===== src/design/slp_pkg.sv =====
`timescale 1ns / 1ps

package slp_pkg;

    typedef enum logic [1:0] {
        PH_BEFORE      = 2'd0,
        PH_AFTER_QUOTE = 2'd1,
        PH_AFTER_S     = 2'd2,
        PH_DIGITS      = 2'd3
    } phase_t;

    typedef enum logic [1:0] {
        RX_BIN = 2'd0,
        RX_OCT = 2'd1,
        RX_DEC = 2'd2,
        RX_HEX = 2'd3
    } radix_t;

    typedef enum logic [2:0] {
        ST_OK         = 3'd0,
        ST_NO_DIGITS_AFTER_QUOTE = 3'd1,
        ST_BAD_BASE   = 3'd2,
        ST_NO_DIGITS  = 3'd3,
        ST_BAD_DIGIT  = 3'd4,
        ST_TOO_WIDE   = 3'd5,
        ST_DEC_XZ     = 3'd6
    } status_t;

    typedef struct packed {
        phase_t      phase;
        radix_t      radix;
        logic [63:0] value_acc;
        logic [63:0] unknown_acc;
        logic        overflow_seen;
        logic        bad_digit_seen;
        logic [6:0]  since_bad_digit;
        logic        digit_seen;
        logic        xz_seen;
        logic        bad_base;
    } slp_state_t;

    localparam logic [6:0] SINCE_SAT = 7'd64;

    localparam slp_state_t STATE_RESET = '{
        phase:           PH_BEFORE,
        radix:           RX_DEC,
        value_acc:       64'd0,
        unknown_acc:     64'd0,
        overflow_seen:   1'b0,
        bad_digit_seen:  1'b0,
        since_bad_digit: SINCE_SAT,
        digit_seen:      1'b0,
        xz_seen:         1'b0,
        bad_base:        1'b0
    };

    localparam logic [7:0] CH_UNDERSCORE = 8'h5F;
    localparam logic [7:0] CH_QUOTE      = 8'h27;
    localparam logic [7:0] CH_S          = 8'h73;
    localparam logic [7:0] CH_B          = 8'h62;
    localparam logic [7:0] CH_O          = 8'h6F;
    localparam logic [7:0] CH_D          = 8'h64;
    localparam logic [7:0] CH_H          = 8'h68;
    localparam logic [7:0] CH_X          = 8'h78;
    localparam logic [7:0] CH_Z          = 8'h7A;
    localparam logic [7:0] CH_QMARK      = 8'h3F;
    localparam logic [7:0] CH_0          = 8'h30;
    localparam logic [7:0] CH_9          = 8'h39;
    localparam logic [7:0] CH_LA         = 8'h61;
    localparam logic [7:0] CH_LF         = 8'h66;
    localparam logic [7:0] CH_UA         = 8'h41;
    localparam logic [7:0] CH_UZ         = 8'h5A;
    localparam logic [7:0] CASE_OFFSET   = 8'h20;

endpackage


===== src/design/slp_step.sv =====
`timescale 1ns / 1ps

module slp_step
    import slp_pkg::*;
(
    input  slp_state_t cur,
    input  logic [7:0] ch,
    output slp_state_t nxt
);

    logic [7:0]  lc;
    logic        is_xz;
    logic [4:0]  dval;
    logic [4:0]  rlim;
    logic [3:0]  gmask;
    logic [63:0] sv;
    logic [63:0] su;
    logic        top_bits;
    logic [6:0]  since_inc;
    logic [67:0] dec_sum;
    slp_state_t  dn;
    slp_state_t  cleared;

    always_comb
    begin
        lc = ((ch >= CH_UA) && (ch <= CH_UZ)) ? (ch + CASE_OFFSET) : ch;
        is_xz = (lc == CH_X) || (lc == CH_Z) || (lc == CH_QMARK);
        if ((lc >= CH_0) && (lc <= CH_9))
        begin
            dval = 5'(lc - CH_0);
        end
        else if ((lc >= CH_LA) && (lc <= CH_LF))
        begin
            dval = 5'(lc - CH_LA) + 5'd10;
        end
        else
        begin
            dval = 5'd16;
        end
    end

    always_comb
    begin
        case (cur.radix)
            RX_BIN:
            begin
                rlim     = 5'd2;
                gmask    = 4'b0001;
                sv       = {cur.value_acc[62:0], 1'b0};
                su       = {cur.unknown_acc[62:0], 1'b0};
                top_bits = cur.value_acc[63];
            end
            RX_OCT:
            begin
                rlim     = 5'd8;
                gmask    = 4'b0111;
                sv       = {cur.value_acc[60:0], 3'b0};
                su       = {cur.unknown_acc[60:0], 3'b0};
                top_bits = |cur.value_acc[63:61];
            end
            RX_DEC:
            begin
                rlim     = 5'd10;
                gmask    = 4'b1111;
                sv       = {cur.value_acc[59:0], 4'b0};
                su       = {cur.unknown_acc[59:0], 4'b0};
                top_bits = |cur.value_acc[63:60];
            end
            default:
            begin
                rlim     = 5'd16;
                gmask    = 4'b1111;
                sv       = {cur.value_acc[59:0], 4'b0};
                su       = {cur.unknown_acc[59:0], 4'b0};
                top_bits = |cur.value_acc[63:60];
            end
        endcase
    end

    assign since_inc = (cur.since_bad_digit < SINCE_SAT) ? (cur.since_bad_digit + 7'd1)
                                                         : cur.since_bad_digit;
    assign dec_sum = {1'b0, cur.value_acc, 3'b0} + {3'b0, cur.value_acc, 1'b0}
                   + {63'b0, dval};

    always_comb
    begin
        dn = cur;
        dn.digit_seen = 1'b1;
        if (is_xz)
        begin
            dn.xz_seen = 1'b1;
            dn.since_bad_digit = since_inc;
            if (cur.radix != RX_DEC)
            begin
                dn.value_acc     = sv | {60'b0, (lc == CH_X) ? 4'b0000 : gmask};
                dn.unknown_acc   = su | {60'b0, gmask};
                dn.overflow_seen = cur.overflow_seen | top_bits;
            end
        end
        else if (dval >= rlim)
        begin
            dn.bad_digit_seen  = 1'b1;
            dn.since_bad_digit = 7'd0;
            if (cur.radix != RX_DEC)
            begin
                dn.value_acc     = sv;
                dn.unknown_acc   = su;
                dn.overflow_seen = cur.overflow_seen | top_bits;
            end
        end
        else
        begin
            dn.since_bad_digit = since_inc;
            if (cur.radix == RX_DEC)
            begin
                dn.value_acc     = dec_sum[63:0];
                dn.unknown_acc   = 64'd0;
                dn.overflow_seen = cur.overflow_seen | (|dec_sum[67:64]);
            end
            else
            begin
                dn.value_acc     = sv | {60'b0, dval[3:0] & gmask};
                dn.unknown_acc   = su;
                dn.overflow_seen = cur.overflow_seen | top_bits;
            end
        end
    end

    always_comb
    begin
        cleared = STATE_RESET;
        cleared.radix    = cur.radix;
        cleared.bad_base = cur.bad_base;
        cleared.phase    = PH_AFTER_QUOTE;
    end

    always_comb
    begin
        nxt = cur;
        if (lc != CH_UNDERSCORE)
        begin
            case (cur.phase)
                PH_BEFORE:
                begin
                    nxt = (lc == CH_QUOTE) ? cleared : dn;
                end
                PH_AFTER_QUOTE, PH_AFTER_S:
                begin
                    if ((lc == CH_S) && (cur.phase == PH_AFTER_QUOTE))
                    begin
                        nxt.phase = PH_AFTER_S;
                    end
                    else
                    begin
                        nxt.phase = PH_DIGITS;
                        if (lc == CH_B)
                        begin
                            nxt.radix = RX_BIN;
                        end
                        else if (lc == CH_O)
                        begin
                            nxt.radix = RX_OCT;
                        end
                        else if (lc == CH_D)
                        begin
                            nxt.radix = RX_DEC;
                        end
                        else if (lc == CH_H)
                        begin
                            nxt.radix = RX_HEX;
                        end
                        else
                        begin
                            nxt.bad_base = 1'b1;
                        end
                    end
                end
                PH_DIGITS:
                begin
                    if (!cur.bad_base)
                    begin
                        nxt = dn;
                    end
                end
                default:
                begin
                    nxt = cur;
                end
            endcase
        end
    end

endmodule


===== src/design/slp_finish.sv =====
`timescale 1ns / 1ps

module slp_finish
    import slp_pkg::*;
(
    input  slp_state_t  st,
    input  logic [6:0]  width,
    output logic [63:0] value,
    output logic [63:0] unknown,
    output status_t     status
);

    logic [63:0] wmask;
    logic [2:0]  gbits;
    logic [9:0]  span;

    assign wmask = {64{1'b1}} >> (7'd64 - width);

    always_comb
    begin
        case (st.radix)
            RX_BIN:  gbits = 3'd1;
            RX_OCT:  gbits = 3'd3;
            default: gbits = 3'd4;
        endcase
    end

    assign span = 10'(st.since_bad_digit) * 10'(gbits);

    always_comb
    begin
        value   = 64'd0;
        unknown = 64'd0;
        if ((st.phase == PH_AFTER_QUOTE) || (st.phase == PH_AFTER_S))
        begin
            status = ST_NO_DIGITS_AFTER_QUOTE;
        end
        else if (st.bad_base)
        begin
            status = ST_BAD_BASE;
        end
        else if (!st.digit_seen)
        begin
            status = ST_NO_DIGITS;
        end
        else if (st.xz_seen)
        begin
            if (st.radix == RX_DEC)
            begin
                status = ST_DEC_XZ;
            end
            else if (st.bad_digit_seen && (span < {3'b0, width}))
            begin
                status = ST_BAD_DIGIT;
            end
            else
            begin
                status  = ST_OK;
                value   = st.value_acc & wmask;
                unknown = st.unknown_acc & wmask;
            end
        end
        else if (st.bad_digit_seen)
        begin
            status = ST_BAD_DIGIT;
        end
        else if (st.overflow_seen || ((st.value_acc & ~wmask) != 64'd0))
        begin
            status = ST_TOO_WIDE;
        end
        else
        begin
            status = ST_OK;
            value  = st.value_acc;
        end
    end

endmodule


===== src/design/sv_integer_literal_parser.sv =====
`timescale 1ns / 1ps

// Parses a SystemVerilog integer literal one character per beat and returns
// value plane, unknown plane and status in one output beat per literal.
// A beat is taken every cycle unless a finished result is still held at the
// output; each character passes through an input register and one step of
// decode and accumulate into the state register, and a closing character's
// result into the result register, with throughput of one character per
// cycle under that same condition. target_width is read only with the last
// character; 0 acts as 1, above MAX_WIDTH acts as MAX_WIDTH.

module sv_integer_literal_parser
    import slp_pkg::*;
#(
    parameter int MAX_WIDTH = 64
)
(
    input  logic        clk,
    input  logic        rst_n,
    input  logic        in_valid,
    output logic        in_ready,
    input  logic [7:0]  ch,
    input  logic [6:0]  target_width,
    input  logic        last,
    output logic        out_valid,
    input  logic        out_ready,
    output logic [63:0] value,
    output logic [63:0] unknown,
    output logic [2:0]  status
);

    localparam logic [6:0] MaxW = 7'(MAX_WIDTH);

    logic        in_valid_reg;
    logic [7:0]  ch_reg;
    logic [6:0]  width_reg;
    logic        last_reg;
    slp_state_t  state_reg;
    slp_state_t  state_next;
    logic        out_valid_reg;
    logic [63:0] value_reg;
    logic [63:0] unknown_reg;
    status_t     status_reg;

    logic        out_free;
    logic        advance;
    logic        in_fire;
    logic [6:0]  width_eff;
    logic [63:0] fin_value;
    logic [63:0] fin_unknown;
    status_t     fin_status;

    assign out_free = !out_valid_reg || out_ready;
    assign advance  = in_valid_reg && (!last_reg || out_free);
    assign in_ready = !in_valid_reg || advance;
    assign in_fire  = in_valid && in_ready;

    assign width_eff = (width_reg == 7'd0) ? 7'd1 :
                       ((width_reg > MaxW) ? MaxW : width_reg);

    slp_step u_step (
        .cur (state_reg),
        .ch  (ch_reg),
        .nxt (state_next)
    );

    slp_finish u_finish (
        .st      (state_next),
        .width   (width_eff),
        .value   (fin_value),
        .unknown (fin_unknown),
        .status  (fin_status)
    );

    always_ff @(posedge clk or negedge rst_n)
    begin
        if (!rst_n)
        begin
            in_valid_reg <= 1'b0;
        end
        else if (in_fire)
        begin
            in_valid_reg <= 1'b1;
        end
        else if (advance)
        begin
            in_valid_reg <= 1'b0;
        end
    end

    always_ff @(posedge clk)
    begin
        if (in_fire)
        begin
            ch_reg    <= ch;
            width_reg <= target_width;
            last_reg  <= last;
        end
    end

    always_ff @(posedge clk or negedge rst_n)
    begin
        if (!rst_n)
        begin
            state_reg <= STATE_RESET;
        end
        else if (advance)
        begin
            state_reg <= last_reg ? STATE_RESET : state_next;
        end
    end

    always_ff @(posedge clk or negedge rst_n)
    begin
        if (!rst_n)
        begin
            out_valid_reg <= 1'b0;
        end
        else if (advance && last_reg)
        begin
            out_valid_reg <= 1'b1;
        end
        else if (out_ready)
        begin
            out_valid_reg <= 1'b0;
        end
    end

    always_ff @(posedge clk)
    begin
        if (advance && last_reg)
        begin
            value_reg   <= fin_value;
            unknown_reg <= fin_unknown;
            status_reg  <= fin_status;
        end
    end

    assign out_valid = out_valid_reg;
    assign value     = value_reg;
    assign unknown   = unknown_reg;
    assign status    = status_reg;

    // a character that does not close a literal never stalls
    a_mid_no_stall: assert property (@(posedge clk) disable iff (!rst_n)
        (in_valid_reg && !last_reg) |-> in_ready)
        else $error("non-last beat stalled");

    // error results carry empty planes
    a_err_zero: assert property (@(posedge clk) disable iff (!rst_n)
        (out_valid && (status != ST_OK)) |-> ((value == 64'd0) && (unknown == 64'd0)))
        else $error("error result with nonzero planes");

    // state returns to reset after a closing beat
    a_reset_after_last: assert property (@(posedge clk) disable iff (!rst_n)
        (advance && last_reg) |=> ((state_reg.phase == PH_BEFORE) && !state_reg.digit_seen
                                   && !state_reg.bad_base))
        else $error("state not cleared after literal");

    // a closing beat always produces a result
    a_last_gives_result: assert property (@(posedge clk) disable iff (!rst_n)
        (advance && last_reg) |=> out_valid)
        else $error("closing beat without result");

endmodule


===== config.mk =====
export PLATFORM = sky130hd
export DESIGN_NAME = sv_integer_literal_parser
export DESIGN_NICKNAME = d
export VERILOG_FILES = /design/src/design/slp_pkg.sv /design/src/design/slp_step.sv /design/src/design/slp_finish.sv /design/src/design/sv_integer_literal_parser.sv
export SDC_FILE = /design/constraint.sdc
export NUM_CORES = 1
export LEC_CHECK = 0
export ABC_AREA = 0
export BUFFER_PORTS_ARGS = -buffer_cell sky130_fd_sc_hd__buf_2
export CORE_MARGIN = 2
export CORE_UTILIZATION = 30
export CTS_BUF_LIST = sky130_fd_sc_hd__clkbuf_8
export DETAILED_ROUTE_END_ITERATION = 8
export PLACE_DENSITY = 0.49
export SLEW_MARGIN = 20
export SYNTH_ARGS = -nofsm -noshare
export SYNTH_HDL_FRONTEND = slang
export SYNTH_HIERARCHICAL = 1
export SYNTH_SLANG_ARGS = --single-unit

===== constraint.sdc =====
create_clock -name clk -period 19.93 [get_ports clk]
set_input_delay 3.986 -clock clk [delete_from_list [all_inputs] [get_ports clk]]
set_output_delay 3.986 -clock clk [all_outputs]
set_load 0.03 [all_outputs]

# Word level (Yosys, flattened, before mapping)
# Cells that the tools add are included.
# classes
mux	57
reduce_logical	31
shift	1
multipliers	1
bitwise	12
magnitude_cmp	10
add_sub_neg	8
n_eq_ne	20
# op_table
cell	count
129-bit two-way mux	5
144-bit two-way mux	3
64-bit two-way mux	5
139-bit one-hot mux with 2 select lines	1
64-bit one-hot mux with 2 select lines	2
64-bit AND	3
64-bit by 4-bit bitwise OR with 64-bit output	3
140-bit two-way mux	1
67-bit by 65-bit adder with 68-bit output	1
68-bit by 5-bit adder with 68-bit output	1
64-bit NOT	1
64-bit nonzero test	1
64-bit by 7-bit right shift with 64-bit output, first input constant	1
8-bit by 7-bit == test with 1-bit output, second input constant	7
7-bit two-way mux	5
8-bit by 6-bit == test with 1-bit output, second input constant	2
8-bit by 7-bit >= comparator with 1-bit output, second input constant	2
8-bit by 7-bit less-or-equal comparator with 1-bit output, second input constant	2
3-bit two-way mux	5
5-bit one-hot mux with 3 select lines	1
2-bit two-way mux	7
1-bit two-way mux	13
4-bit one-hot mux with 3 select lines	1
2-bit == test, second input constant	5
36 further kinds	62
# word_totals
output_inout_bits	133
wordCells	159
reg_bits	293

# Logic depth before layout (Yosys ltp)
# depth
ltp_word	26
depth_mapped	35
ltp_nobuf	33

# Modules after synthesis
# The synthesis kept the hierarchy.
# modules_own_cells
module	seq_area_each_um2	area_per_inst_um2	cells_each	instances
sv_integer_literal_parser	8070.2	10841.6	652	1
slp_step	0.0	9989.6	1591	1
slp_finish	0.0	3367.0	532	1

# Least setup slack after synthesis
# No wires, ideal clock.
# synth_path
path_kind	input to register
start	in out_ready
end	reg status_reg[0], in the netlist status[0] (enable)
path_slack_ps	8922
required_ps	19265
path_buffers	0
t_arrival_ps	10343
cell_stages	2
cell_sequence	inv_1 -> a21oi_1
# synth_via
elab_chain_len	4
# synth_lines
item	line	rtl
start, declared	sv_integer_literal_parser.sv:26	input logic out_ready,
1-bit logical OR	sv_integer_literal_parser.sv:53	assign out_free = !out_valid_reg || out_ready;
1-bit logical OR	sv_integer_literal_parser.sv:54	assign advance = in_valid_reg && (!last_reg || out_free);
1-bit logical AND	sv_integer_literal_parser.sv:54	
1-bit logical AND	sv_integer_literal_parser.sv:131	if (advance && last_reg)
end signal, assigned	sv_integer_literal_parser.sv:135	status_reg <= fin_status;
end, declared	sv_integer_literal_parser.sv:43	status_t status_reg;
# No other way between the ends.
# A chain may end at the register's enable or synchronous reset.

==> flow_summary.rst <==
.. list-table::
   :header-rows: 1

   * - Metric
     - Value
   * - Status
     - complete, no violations
   * - Clock-pin slew of the registers on the worst-case setup and hold paths
     - 0.06 ns
   * - Fill count
     - 8352
   * - Vias in the first global route
     - 21800
   * - Max reg flops
     - 144
   * - Congestion Overflow GR
     - 0
   * - Number of rows created at floorplan
     - 104
   * - Critical Path Slowest Stage Cell
     - or4_1
   * - CP max stage delay
     - 0.58 ns
   * - Maxcap violations
     - 0
   * - I/O pins
     - 153
   * - Post-route setup slack
     - 10.98 ns
   * - FF+latch count, synth
     - 293
   * - Mapped cell area
     - 24200 sq um
   * - Worst Hold Depth
     - 1
   * - Routed wire per std cell
     - 24.3 microns
   * - Initial Utilization
     - 30.2%
   * - Sum of negative setup slack
     - 0 ns
   * - Total length of routed wires
     - 95600 microns
   * - Maximum number of pins on one net before global-route repair
     - 110
   * - Final Net Count
     - 3020
   * - Worst hold path endpoint
     - state_reg[75]$_DFFE_PN0P_
   * - Library cell used as clock root buffer
     - clkbuf_8
   * - Clock Sink Count
     - 293
   * - Count of nets left with antenna violations after detail routing
     - 0
   * - Total of endpoints with negative setup slack in the final report
     - 0
   * - Avg Cell Area, Syn
     - 8.72 sq um
   * - Pre-CTS setup slack
     - 11.16 ns
   * - Crit-path leading delay family
     - compound AO/OA/AOI/OAI gates
   * - Leakage power total
     - 0.0113 uW
   * - Number of antenna violations at the first check in global routing
     - 1
   * - Arrival time of the worst setup path
     - 9.50 ns
   * - Clock Skews
     - 0.0442 ns
   * - Most instantiated flip-flop cell in the synthesis netlist
     - edfxtp_1
   * - Normalized max-slew margin
     - 21.4%
   * - Number of DRC violations after detailed routing
     - 0
   * - CTS Hold Buffers Added
     - 0
   * - Worst-path maximum fanout
     - 32
   * - Power density relative to cell area
     - 136 nW/um^2
   * - Synthesized net count
     - 2966
   * - Count of mapped cells out of synthesis
     - 2775
   * - Capturing point of the worst reg2reg path
     - value[30]$_DFFE_PP_
   * - Synth top area share
     - 18.2%
   * - Type of origin of the critical path
     - register
   * - Top area cells in the synthesized netlist
     - edfxtp_1 (18%), dfrtp_1 (15%), ha_1 (8.4%)
   * - CTS tree
     - done
   * - Number of input and output port buffers inserted
     - 152
   * - Fin crit share
     - 44.9%
   * - Worst R2R Setup Slack
     - 10.98 ns
   * - Level count of the clock H-tree
     - 2
   * - TritonCTS Buffers
     - 56
   * - Share of the yosys chip area belonging to registers
     - 33.4%
   * - Die Ht
     - 288 microns
   * - GRT Total Usage
     - 22.3%
   * - IR Drop Worst-Case VDD
     - 101 uV
   * - Transition time at the pin with the least slew margin
     - 1.17 ns
   * - First-pass GRT wire length
     - 143000 microns
   * - Hold Vio Cnt, Final
     - 0
   * - Type of the worst min-delay path
     - reg2reg
   * - Clock latency on the worst-skew pair
     - 0.72 ns
   * - Startpoint of the most critical register-to-register path
     - ch_reg[0]$_DFFE_PP_
   * - RSZ-0062 raised after global routing
     - no
   * - Count of flip-flops with a built-in enable after synthesis
     - 147
   * - Crit path time final
     - 8.95 ns
   * - Buffer count from post-CTS setup fixing
     - 0
   * - Number of distinct library cell variants in the gate-level netlist after synthesis
     - 92
   * - Fraction of final layout cells sized beyond drive strength 1
     - 11.8%
   * - Maximum number of buffers from clock root to sink
     - 3
   * - Drt pass-1 iters
     - 8
   * - Number of cells on the worst reg-to-reg path
     - 29
   * - Number of design-rule violations left by the first detailed-router iteration
     - 2535
   * - Critical path endpoint category
     - register
   * - Proportion of synthesized flip-flops having asynchronous set or reset
     - 49.8%
   * - Crit Path Category
     - reg2reg
   * - Yosys top cell by area
     - edfxtp_1
   * - FMAX
     - 112 MHz
   * - Area growth, synth to finish
     - 11.9%
   * - Required time at the worst-slack endpoint
     - 20.48 ns
   * - CORE AREA
     - 80200 sq um
   * - Area enclosed by the die boundary
     - 82900 sq um
   * - HPWL after detailed placement
     - 68700 microns
   * - Synth warn
     - 6
   * - Buffers and inverters on the worst path
     - 2
   * - Vias per cell
     - 5.95
   * - Post-CTS sizing
     - 0
   * - Number of gates on the worst path with buffers counted
     - 29
   * - Hold wc startpoint
     - state_reg[75]$_DFFE_PN0P_
   * - Weighted congestion reported at the end of routability-driven placement
     - 0.984
   * - Total via count in the routed design
     - 23400
   * - Number of slew-limit violations in the final report
     - 0
   * - Die extent in x
     - 288 microns
   * - Cell type with the highest occurrence count on the critical path
     - a21oi_1
stage by stage:
stage / hold slack (ns) / area, sq um / std cells / power [uW] / utilization (%)
after floorplan: 0.469 / 24200 / 2775 / 2240 / -
after global placement: 0.511 / 25800 / 3831 / 2950 / 32.2
after detailed placement: 0.527 / 25800 / 3831 / 2950 / 32.2
after CTS: 0.543 / 27100 / 3937 / 3660 / 33.8
after global routing: 0.582 / 27100 / 3938 / 3900 / 33.8
final: 0.546 / 27100 / 3939 / 3690 / 33.8
where the power goes:
group	switching, uW	internal, uW
combinational	1440	669
sequential	182	719
clock	313	375
how the worst max path moves through the flow:
stage                                   start             endpoint  slack [ns]
after floorplan                     out_ready  status[0]$_DFFE_PP_        8.92
after global routing      ch_reg[0]$_DFFE_PP_  value[30]$_DFFE_PP_       10.44
final                     ch_reg[0]$_DFFE_PP_  value[30]$_DFFE_PP_       10.98
after global placement    ch_reg[0]$_DFFE_PP_   value[0]$_DFFE_PP_       11.41
after CTS                 ch_reg[0]$_DFFE_PP_  value[30]$_DFFE_PP_       11.10
after detailed placement  ch_reg[0]$_DFFE_PP_  value[30]$_DFFE_PP_       11.16
final cells by class:
class	instances	area, sq um	area share (%)
Multi-Input combinational cell	2225	15100	55.8
Sequential cell	293	8070	29.8
Tap cell	1060	1330	4.90
Timing Repair Buffer	197	1120	4.12
Clock buffer	63	867	3.20
Clock inverter	43	387	1.43
Inverter	56	210	0.776
Antenna cell	2	5.00	0.0185
cell usage after synthesis, drive strengths merged (5+ instances only):
library cell	number
o21a	75
nand4	24
or3	8
o31ai	10
a31o	6
a221oi	10
a311oi	5
xnor2	41
and2	64
and3	24
buf	76
nand2b	14
nor3	31
inv	55
and2b	6
nor3b	6
edfxtp	147
a22o	107
clkbuf	125
o41ai	5
xor2	35
a21o	45
nor2b	160
a21boi	5
o211ai	25
o2111ai	6
nand2	306
or2	7
a211oi	11
nor4	15
a221o	151
a21oi	312
dfrtp	144
fa	8
o21ai	224
o21bai	10
nor2	134
ha	163
a22oi	73
a31oi	14
nand3	28
layer usage:
metal	vias to the layer above	GRT usage [%]	wire length [microns]
met2	1126	34.0	41600
met1	11500	31.8	42900
met5	-	0	0
li1	10600	-	-
met3	180	3.61	7520
met4	0	7.90	3500
cells in the final DEF, fill, tap and decap left out, drive strengths merged, types with 6 or more instances in the layout:
| master | Yosys | layout |
|---|---|---|
| a211oi | 11 | 11 |
| a21o | 45 | 45 |
| a21oi | 312 | 312 |
| a221o | 151 | 151 |
| a221oi | 10 | 10 |
| a22o | 107 | 107 |
| a22oi | 73 | 73 |
| a31o | 6 | 6 |
| a31oi | 14 | 14 |
| and2 | 64 | 64 |
| and2b | 6 | 6 |
| and3 | 24 | 24 |
| buf | 76 | 197 |
| bufinv | 0 | 6 |
| clkbuf | 125 | 63 |
| clkinv | 1 | 24 |
| dfrtp | 144 | 144 |
| edfxtp | 147 | 147 |
| fa | 8 | 8 |
| ha | 163 | 163 |
| inv | 55 | 67 |
| nand2 | 306 | 306 |
| nand2b | 14 | 14 |
| nand3 | 28 | 28 |
| nand4 | 24 | 24 |
| nor2 | 134 | 134 |
| nor2b | 160 | 160 |
| nor3 | 31 | 31 |
| nor3b | 6 | 6 |
| nor4 | 15 | 15 |
| o2111ai | 6 | 6 |
| o211ai | 25 | 25 |
| o21a | 75 | 75 |
| o21ai | 224 | 224 |
| o21bai | 10 | 10 |
| o31ai | 10 | 10 |
| or2 | 7 | 7 |
| or3 | 8 | 8 |
| xnor2 | 41 | 41 |
| xor2 | 35 | 35 |
cells by family after synthesis:
group	share of synthesized area, %
buffers and inverters	4.86
AOI/OAI and AO/OA	32.1
adders and majority gates	9.13
and+or+nand+nor	17.6
DFF	33.4
muxes	0.0827
xor gates and xnor gates	2.91
worst register-to-register path, delay by kind of cell (launching register included):
family	cells	cell delay, ns
xor+xnor	1	0.18
flops	1	0.49
compound gates	14	3.90
simple gates	9	2.52
fa+ha+maj	3	1.14
buf+inv	2	0.56
No activity file was read; power rests on OpenSTA's default activity.
